==> src/rtl/bicubic_half_downsampler_defines.svh <==
// Assertion macros shared by the RTL.
`ifndef BICUBIC_HALF_DOWNSAMPLER_DEFINES_SVH
`define BICUBIC_HALF_DOWNSAMPLER_DEFINES_SVH

`ifndef SYNTH
`define BHD_ASSERT(lbl, clk, rstn, prop, msg) \
    lbl: assert property (@(posedge clk) disable iff (!rstn) (prop)) else $error(msg);
`define BHD_ASSERT_NEXT(lbl, clk, rstn, ante, cons, msg) \
    lbl: assert property (@(posedge clk) disable iff (!rstn) (ante) |=> (cons)) else $error(msg);
`else
`define BHD_ASSERT(lbl, clk, rstn, prop, msg)
`define BHD_ASSERT_NEXT(lbl, clk, rstn, ante, cons, msg)
`endif

`endif

==> src/rtl/bhd_lane.sv <==
`default_nettype none

// One channel of the separable filter: vertical taps, then horizontal taps,
// round half up and clamp. Two register stages.
module bhd_lane (
    input  logic       clk,
    input  logic [7:0] px [4][4],
    output logic [7:0] res
);
    logic signed [12:0] v_reg [4];
    logic signed [12:0] v_next [4];
    logic signed [15:0] s;
    logic signed [16:0] t;
    logic [7:0]         res_reg;
    logic [7:0]         res_next;

    always_comb
    begin
        for (int a = 0; a < 4; a++)
        begin
            v_next[a] = 13'(5) * ($signed({5'b0, px[a][1]}) + $signed({5'b0, px[a][2]}))
                        - $signed({5'b0, px[a][0]}) - $signed({5'b0, px[a][3]});
        end
    end

    always_ff @(posedge clk)
    begin
        for (int a = 0; a < 4; a++)
        begin
            v_reg[a] <= v_next[a];
        end
        res_reg <= res_next;
    end

    always_comb
    begin
        s = 16'(5) * (16'(v_reg[1]) + 16'(v_reg[2])) - 16'(v_reg[0]) - 16'(v_reg[3]);
        t = 17'(s) + 17'sd32;
        if (t[16])
            res_next = 8'd0;
        else if (|t[15:14])
            res_next = 8'd255;
        else
            res_next = t[13:6];
    end

    assign res = res_reg;

endmodule

`default_nettype wire

==> config.mk <==
export PLATFORM = sky130hd
export DESIGN_NAME = bhd_lane
export DESIGN_NICKNAME = d
export VERILOG_FILES = /design/src/rtl/bicubic_half_downsampler_defines.svh /design/src/rtl/bhd_lane.sv
export SDC_FILE = /design/constraint.sdc
export NUM_CORES = 1
export LEC_CHECK = 0
export ABC_AREA = 1
export ABC_CLOCK_PERIOD_IN_PS = 11400
export BUFFER_PORTS_ARGS = -buffer_cell sky130_fd_sc_hd__buf_2
export CORE_MARGIN = 8
export CORE_UTILIZATION = 43
export CTS_BUF_LIST = sky130_fd_sc_hd__clkbuf_8
export CTS_CLUSTER_DIAMETER = 200
export DETAILED_ROUTE_END_ITERATION = 10
export PLACE_DENSITY = 0.6
export SLEW_MARGIN = 5
export SYNTH_ARGS = -nofsm -noshare
export SYNTH_HDL_FRONTEND = slang
export SYNTH_SLANG_ARGS = --single-unit
==> constraint.sdc <==
create_clock -name clk -period 11.4 [get_ports clk]
set_input_delay 1.14 -clock clk [delete_from_list [all_inputs] [get_ports clk]]
set_output_delay 1.14 -clock clk [all_outputs]
set_load 0.03 [all_outputs]
; ---- Word-level counts from Yosys, hierarchy flattened
; Memories as Yosys holds them, arrays and structs flattened.
; Cells that the tools add are included.
; W data, S select, Z words.
[op_classes]
add_sub_neg = 16
n_mul = 5
n_mux = 1
n_reduce_logical = 1
[op_table]
columns = operator, count
row1 = $sub A12 B8 Y13, 4
row2 = $sub A13 B9 Y13, 4
row3 = $mul A3 B9 Y12 const A, 4
row4 = $add A8 B8 Y9, 4
row5 = $sub A16 B13 Y16, 2
row6 = $add A16 B7 Y17 const B, 1
row7 = $mul A4 B14 Y16 const A, 1
row8 = $add A13 B13 Y14, 1
row9 = $mux W8, 1
row10 = $reduce_or A2 Y1, 1
[word_totals]
register_bits = 8
ramBits = 52
in_bits = 129
output_inout_bits = 8
wordCells = 25
mem_count = 1
[mem_list]
columns = name, words, word_bits, read_ports, rd_clocked_by_memory_dff, write_ports, line_no
row1 = v_reg, 4, 13, 4, 0, 4, bhd_lane.sv:10  ; logic signed [12:0] v_reg [4];

; ---- Depth between registers and ports, before layout
[logic_depth]
word_depth = 7
ltp_mapped = 33
mapped_depth_nobuf = 33

; ---- Worst setup path before layout
; Ideal clock, no wire load.
[synth_path]
kind = in2reg
start = input port px[40] (netlist bit)
end = memory v_reg[2][12]
setup_time_ps = 134
arrival_time_ps = 4714
slack_ps = 6552
cell_stages = 21
cell_sequence = ha_1 fa_1 a21oi_1 o21bai_1 xor2_1 fa_1 inv_1 ha_1 inv_1 fa_1 inv_1 ha_1 nand2_1 o21ai_0 a21oi_1 o21ai_0 nand2_1 inv_1 o21ai_0 nand2_1 xor2_1
[synth_lines]
columns = item, line_no
row1 = "start, declared", bhd_lane.sv:7  ; input logic [7:0] px [4][4],
row2 = "end, declared", bhd_lane.sv:10

==> impl_summary.md <==
Clock network
After clock tree synthesis, the clock-pin slew on the worst setup and hold paths is 70 ps. The TritonCTS sink count is 60. The clock passes through at most 2 buffers. The CTS root buffer is sky130_fd_sc_hd__clkbuf_8. At the later pin of the worst-skew pair, clock insertion delay measures 360 ps. The number of post-CTS setup repair buffers is 0. The clock buffer count from CTS is 9. The level count of the clock H-tree is 3. The number of gates resized after CTS is 0.

The number of buffers inserted by hold repair at cts is 0. TritonCTS built the clock tree.

Die
The floorplan step defined a die boundary enclosing 26400 µm². The floorplan step set the die width to between 150 and 200 µm. The area of the core region is 21100 µm². approximately 140 I/O pins were placed. The starting utilization of the core area is 0.438. The die height is 163 µm. After floorplanning, the core was divided into 53 placement rows.

Worst setup path
The critical setup path kind is reg2reg. The worst register-to-register path begins at v_reg[2][0]. In this design, the critical path's most frequently occurring cell is sky130_fd_sc_hd__inv_1. The depth of the worst register-to-register path is 29. The capturing instance or port of the critical path is res[5]. The worst setup path is captured at a flip-flop. The most critical setup path has its startpoint at v_reg[2][0]. Along the worst path, the maximum fanout reaches 8. The biggest cell delay along the critical path is 520 ps. The required time at the endpoint of the critical path is 11660 ps. The endpoint of the most critical register-to-register path is res[5]. The register-to-register setup slack is 6280 ps.

The slowest library cell on the worst path is sky130_fd_sc_hd__fa_1. Data arrives at the worst endpoint at 5380 ps. The startpoint type of the worst setup path is a flip-flop.

Synth
The count of distinct cell types in the synthesized netlist is 28. After synthesis, the cell types taking the most area are sky130_fd_sc_hd__ha_1 (25%), sky130_fd_sc_hd__fa_1 (18%), sky130_fd_sc_hd__inv_1 (14%), sky130_fd_sc_hd__dfxtp_1 (13%), sky130_fd_sc_hd__xor2_1 (5.8%). The synthesized area per cell is approximately 8.0 µm². The sequential cell area fraction in the yosys report is 0.130. Of the post-synthesis cell area, the dominant cell type holds 0.255.

The net count after synthesis is 1557. In the synthesized netlist, the number of instances is 1155. Synthesis inferred 60 register bits.

In this run the cell area of the synthesized design comes to 9240 µm². Of all cell types, the one taking the most synthesized area is sky130_fd_sc_hd__ha_1. During synthesis, Yosys emitted a total of 0 warnings.

Timing
The transition time at the pin with the least slew margin is 482 ps. The clock tree skew after final layout is approximately 4.1 ps. The max-slew violation count was 0. The final worst-path cycle share is 0.449. The final total negative setup slack is 0 ps. In this run the tightest slew margin relative to its limit is 0.676. The achievable clock frequency is 195 MHz. The smallest clock period supported by the final layout is computed as 5120 ps. The count of final setup violators is 0. Setup repair after global routing left no endpoint under its margin.

The hold violation total from the final report came to 0.

Final layout
The area added between synthesis and finish is 13.7%. The area of the multi-input gates is 6780 µm². Across the whole layout, storage elements account for around 1200 µm². At the end of the flow, the number of nets in the layout was ~1700.

The filler cells instantiated in the layout total between 2000 and 2500. The register with the most flip-flops in the layout has 52 of them. Of the cells placed in the final design, the portion with a size suffix greater than 1 is 0.143. The number of antenna diodes in the final layout is 0.

Global route
The via count of the first global-routing pass is 7272. The total overflow left after global routing is 0. The number of antenna violations at the first check in global routing is 0.

For this run, global-route usage on met1 was measured as 0.180. In the global route stage, met2 resource usage came out at 0.226. Entering global routing, the biggest net connects 11 pins. The wire length of the first global-routing pass is approximately 30000 µm. The overall global routing resource usage is 0.137. After global routing, the most crowded layer is met2. In the global route stage, met3 resource usage came out at 0.0263.

Placement
The placer congestion estimate is between 0.8 and 0.9. In this run the tool buffered the top-level ports with 136 buffer cells. The wire-length estimate of the detail-placed layout is 15800 µm.

Route
The length of the first detailed-routing pass in iterations is 4. The final routed DRC violation total is 0. The number of nets with antenna violations after routing is 0. The detailed-route wire length is 17100 µm. After detailed routing, the average wire length per cell comes to around 11 µm. Across all layers, the routed design uses ~7100 vias. The detail-routed via count per cell is 4.50. The first routing iteration left 197 violations.

Hold path
The number of cells traversed by the worst hold path is 3. The kind of path behind the tightest hold check is in2reg.

Run
The max capacitance violation total is 0.

Run status
The flow ran to the end, and the final reports show no timing, DRC or antenna violations.
## layout make-up
cell class,count,share of cell area
clock inverters,5,0.00965
flip-flops and latches,60,0.114
repair buffers,136,0.0648
well taps,275,0.0328
inverters,336,0.120
clock buffers,10,0.0131
multi-input cells,759,0.645
## cell usage in the layout, fill, tap and decap left out, types with 19 or more instances in the layout
master	n
sky130_fd_sc_hd__nor2_1	30
sky130_fd_sc_hd__inv_1	336
sky130_fd_sc_hd__nand3_1	42
sky130_fd_sc_hd__ha_1	188
sky130_fd_sc_hd__a21oi_1	76
sky130_fd_sc_hd__o21bai_1	19
sky130_fd_sc_hd__dfxtp_1	60
sky130_fd_sc_hd__o21ai_0	27
sky130_fd_sc_hd__nand2_1	140
sky130_fd_sc_hd__fa_1	85
sky130_fd_sc_hd__xnor2_1	20
sky130_fd_sc_hd__xor2_1	61
sky130_fd_sc_hd__buf_2	136
## synth_stat cells (all sizes together)
library cell / n
o221ai: 1
o21ai: 27
nand4: 8
a21o: 6
ha: 188
nand3: 49
o2111ai: 2
xor2: 61
and2: 3
a211oi: 2
xnor2: 20
nor2: 40
o211ai: 2
inv: 336
a21oi: 77
nand2: 157
fa: 85
a31oi: 6
nor3: 5
dfxtp: 60
o21bai: 19
a31o: 1
## logic make-up (layout without fill, tap and decap cells)
family / count (synthesis) / in the layout / synth area share
XOR/XNOR: 81 / 81 / 0.0768
AO/OA/AOI/OAI: 143 / 143 / 0.0881
AND/OR/NAND/NOR: 262 / 262 / 0.130
adder cells (fa/ha/maj): 273 / 273 / 0.439
flip-flops: 60 / 60 / 0.130
buffers and inverters: 336 / 487 / 0.136
## worst min path at each step
| stage | slack (ps) | endpoint | from |
|---|---|---|---|
| 2_1_floorplan | 1160 | res[0] | v_reg[3][12] |
| 3_3_place_gp | 1300 | res[1] | v_reg[0][0] |
| 3_5_place_dp | 1300 | res[1] | v_reg[0][0] |
| 4_1_cts | 1150 | v_reg[0][0] | px[112] |
| 5_1_grt | 1180 | v_reg[0][0] | px[112] |
| 6_report | 1170 | v_reg[0][0] | px[112] |
## metal layers
metal / part of all wire / routed length [µm] / up-vias
met4: 0.012 / 202 / 0
met1: 0.50 / 8640 / 3125
met3: 0.042 / 713 / 14
li1: - / - / 3873
met5: 0 / 0 / -
met2: 0.44 / 7570 / 97
## through the flow
stage	hold slack (ps)	util	setup slack [ps]	cells	cell area (µm²)
after detailed placement	1300	0.487	6160	1566	10300
after global placement	1300	0.487	6150	1566	10300
final	1170	0.498	6280	1581	10500
after floorplan	1160	-	6550	1155	9240
after CTS	1150	0.498	6220	1581	10500
after global routing	1180	0.498	5700	1581	10500
## critical path: cells and delay by family (launching register included)
kind,cells,cell delay (ps)
flip-flops,1,330
buffers and inverters,5,260
AO/OA/AOI/OAI,3,580
adder cells (fa/ha/maj),6,2200
XOR/XNOR,1,230
AND/OR/NAND/NOR,14,1440
Power is not shown: default switching activity piles up to over one toggle a cycle in this logic, so the estimate is an artifact.
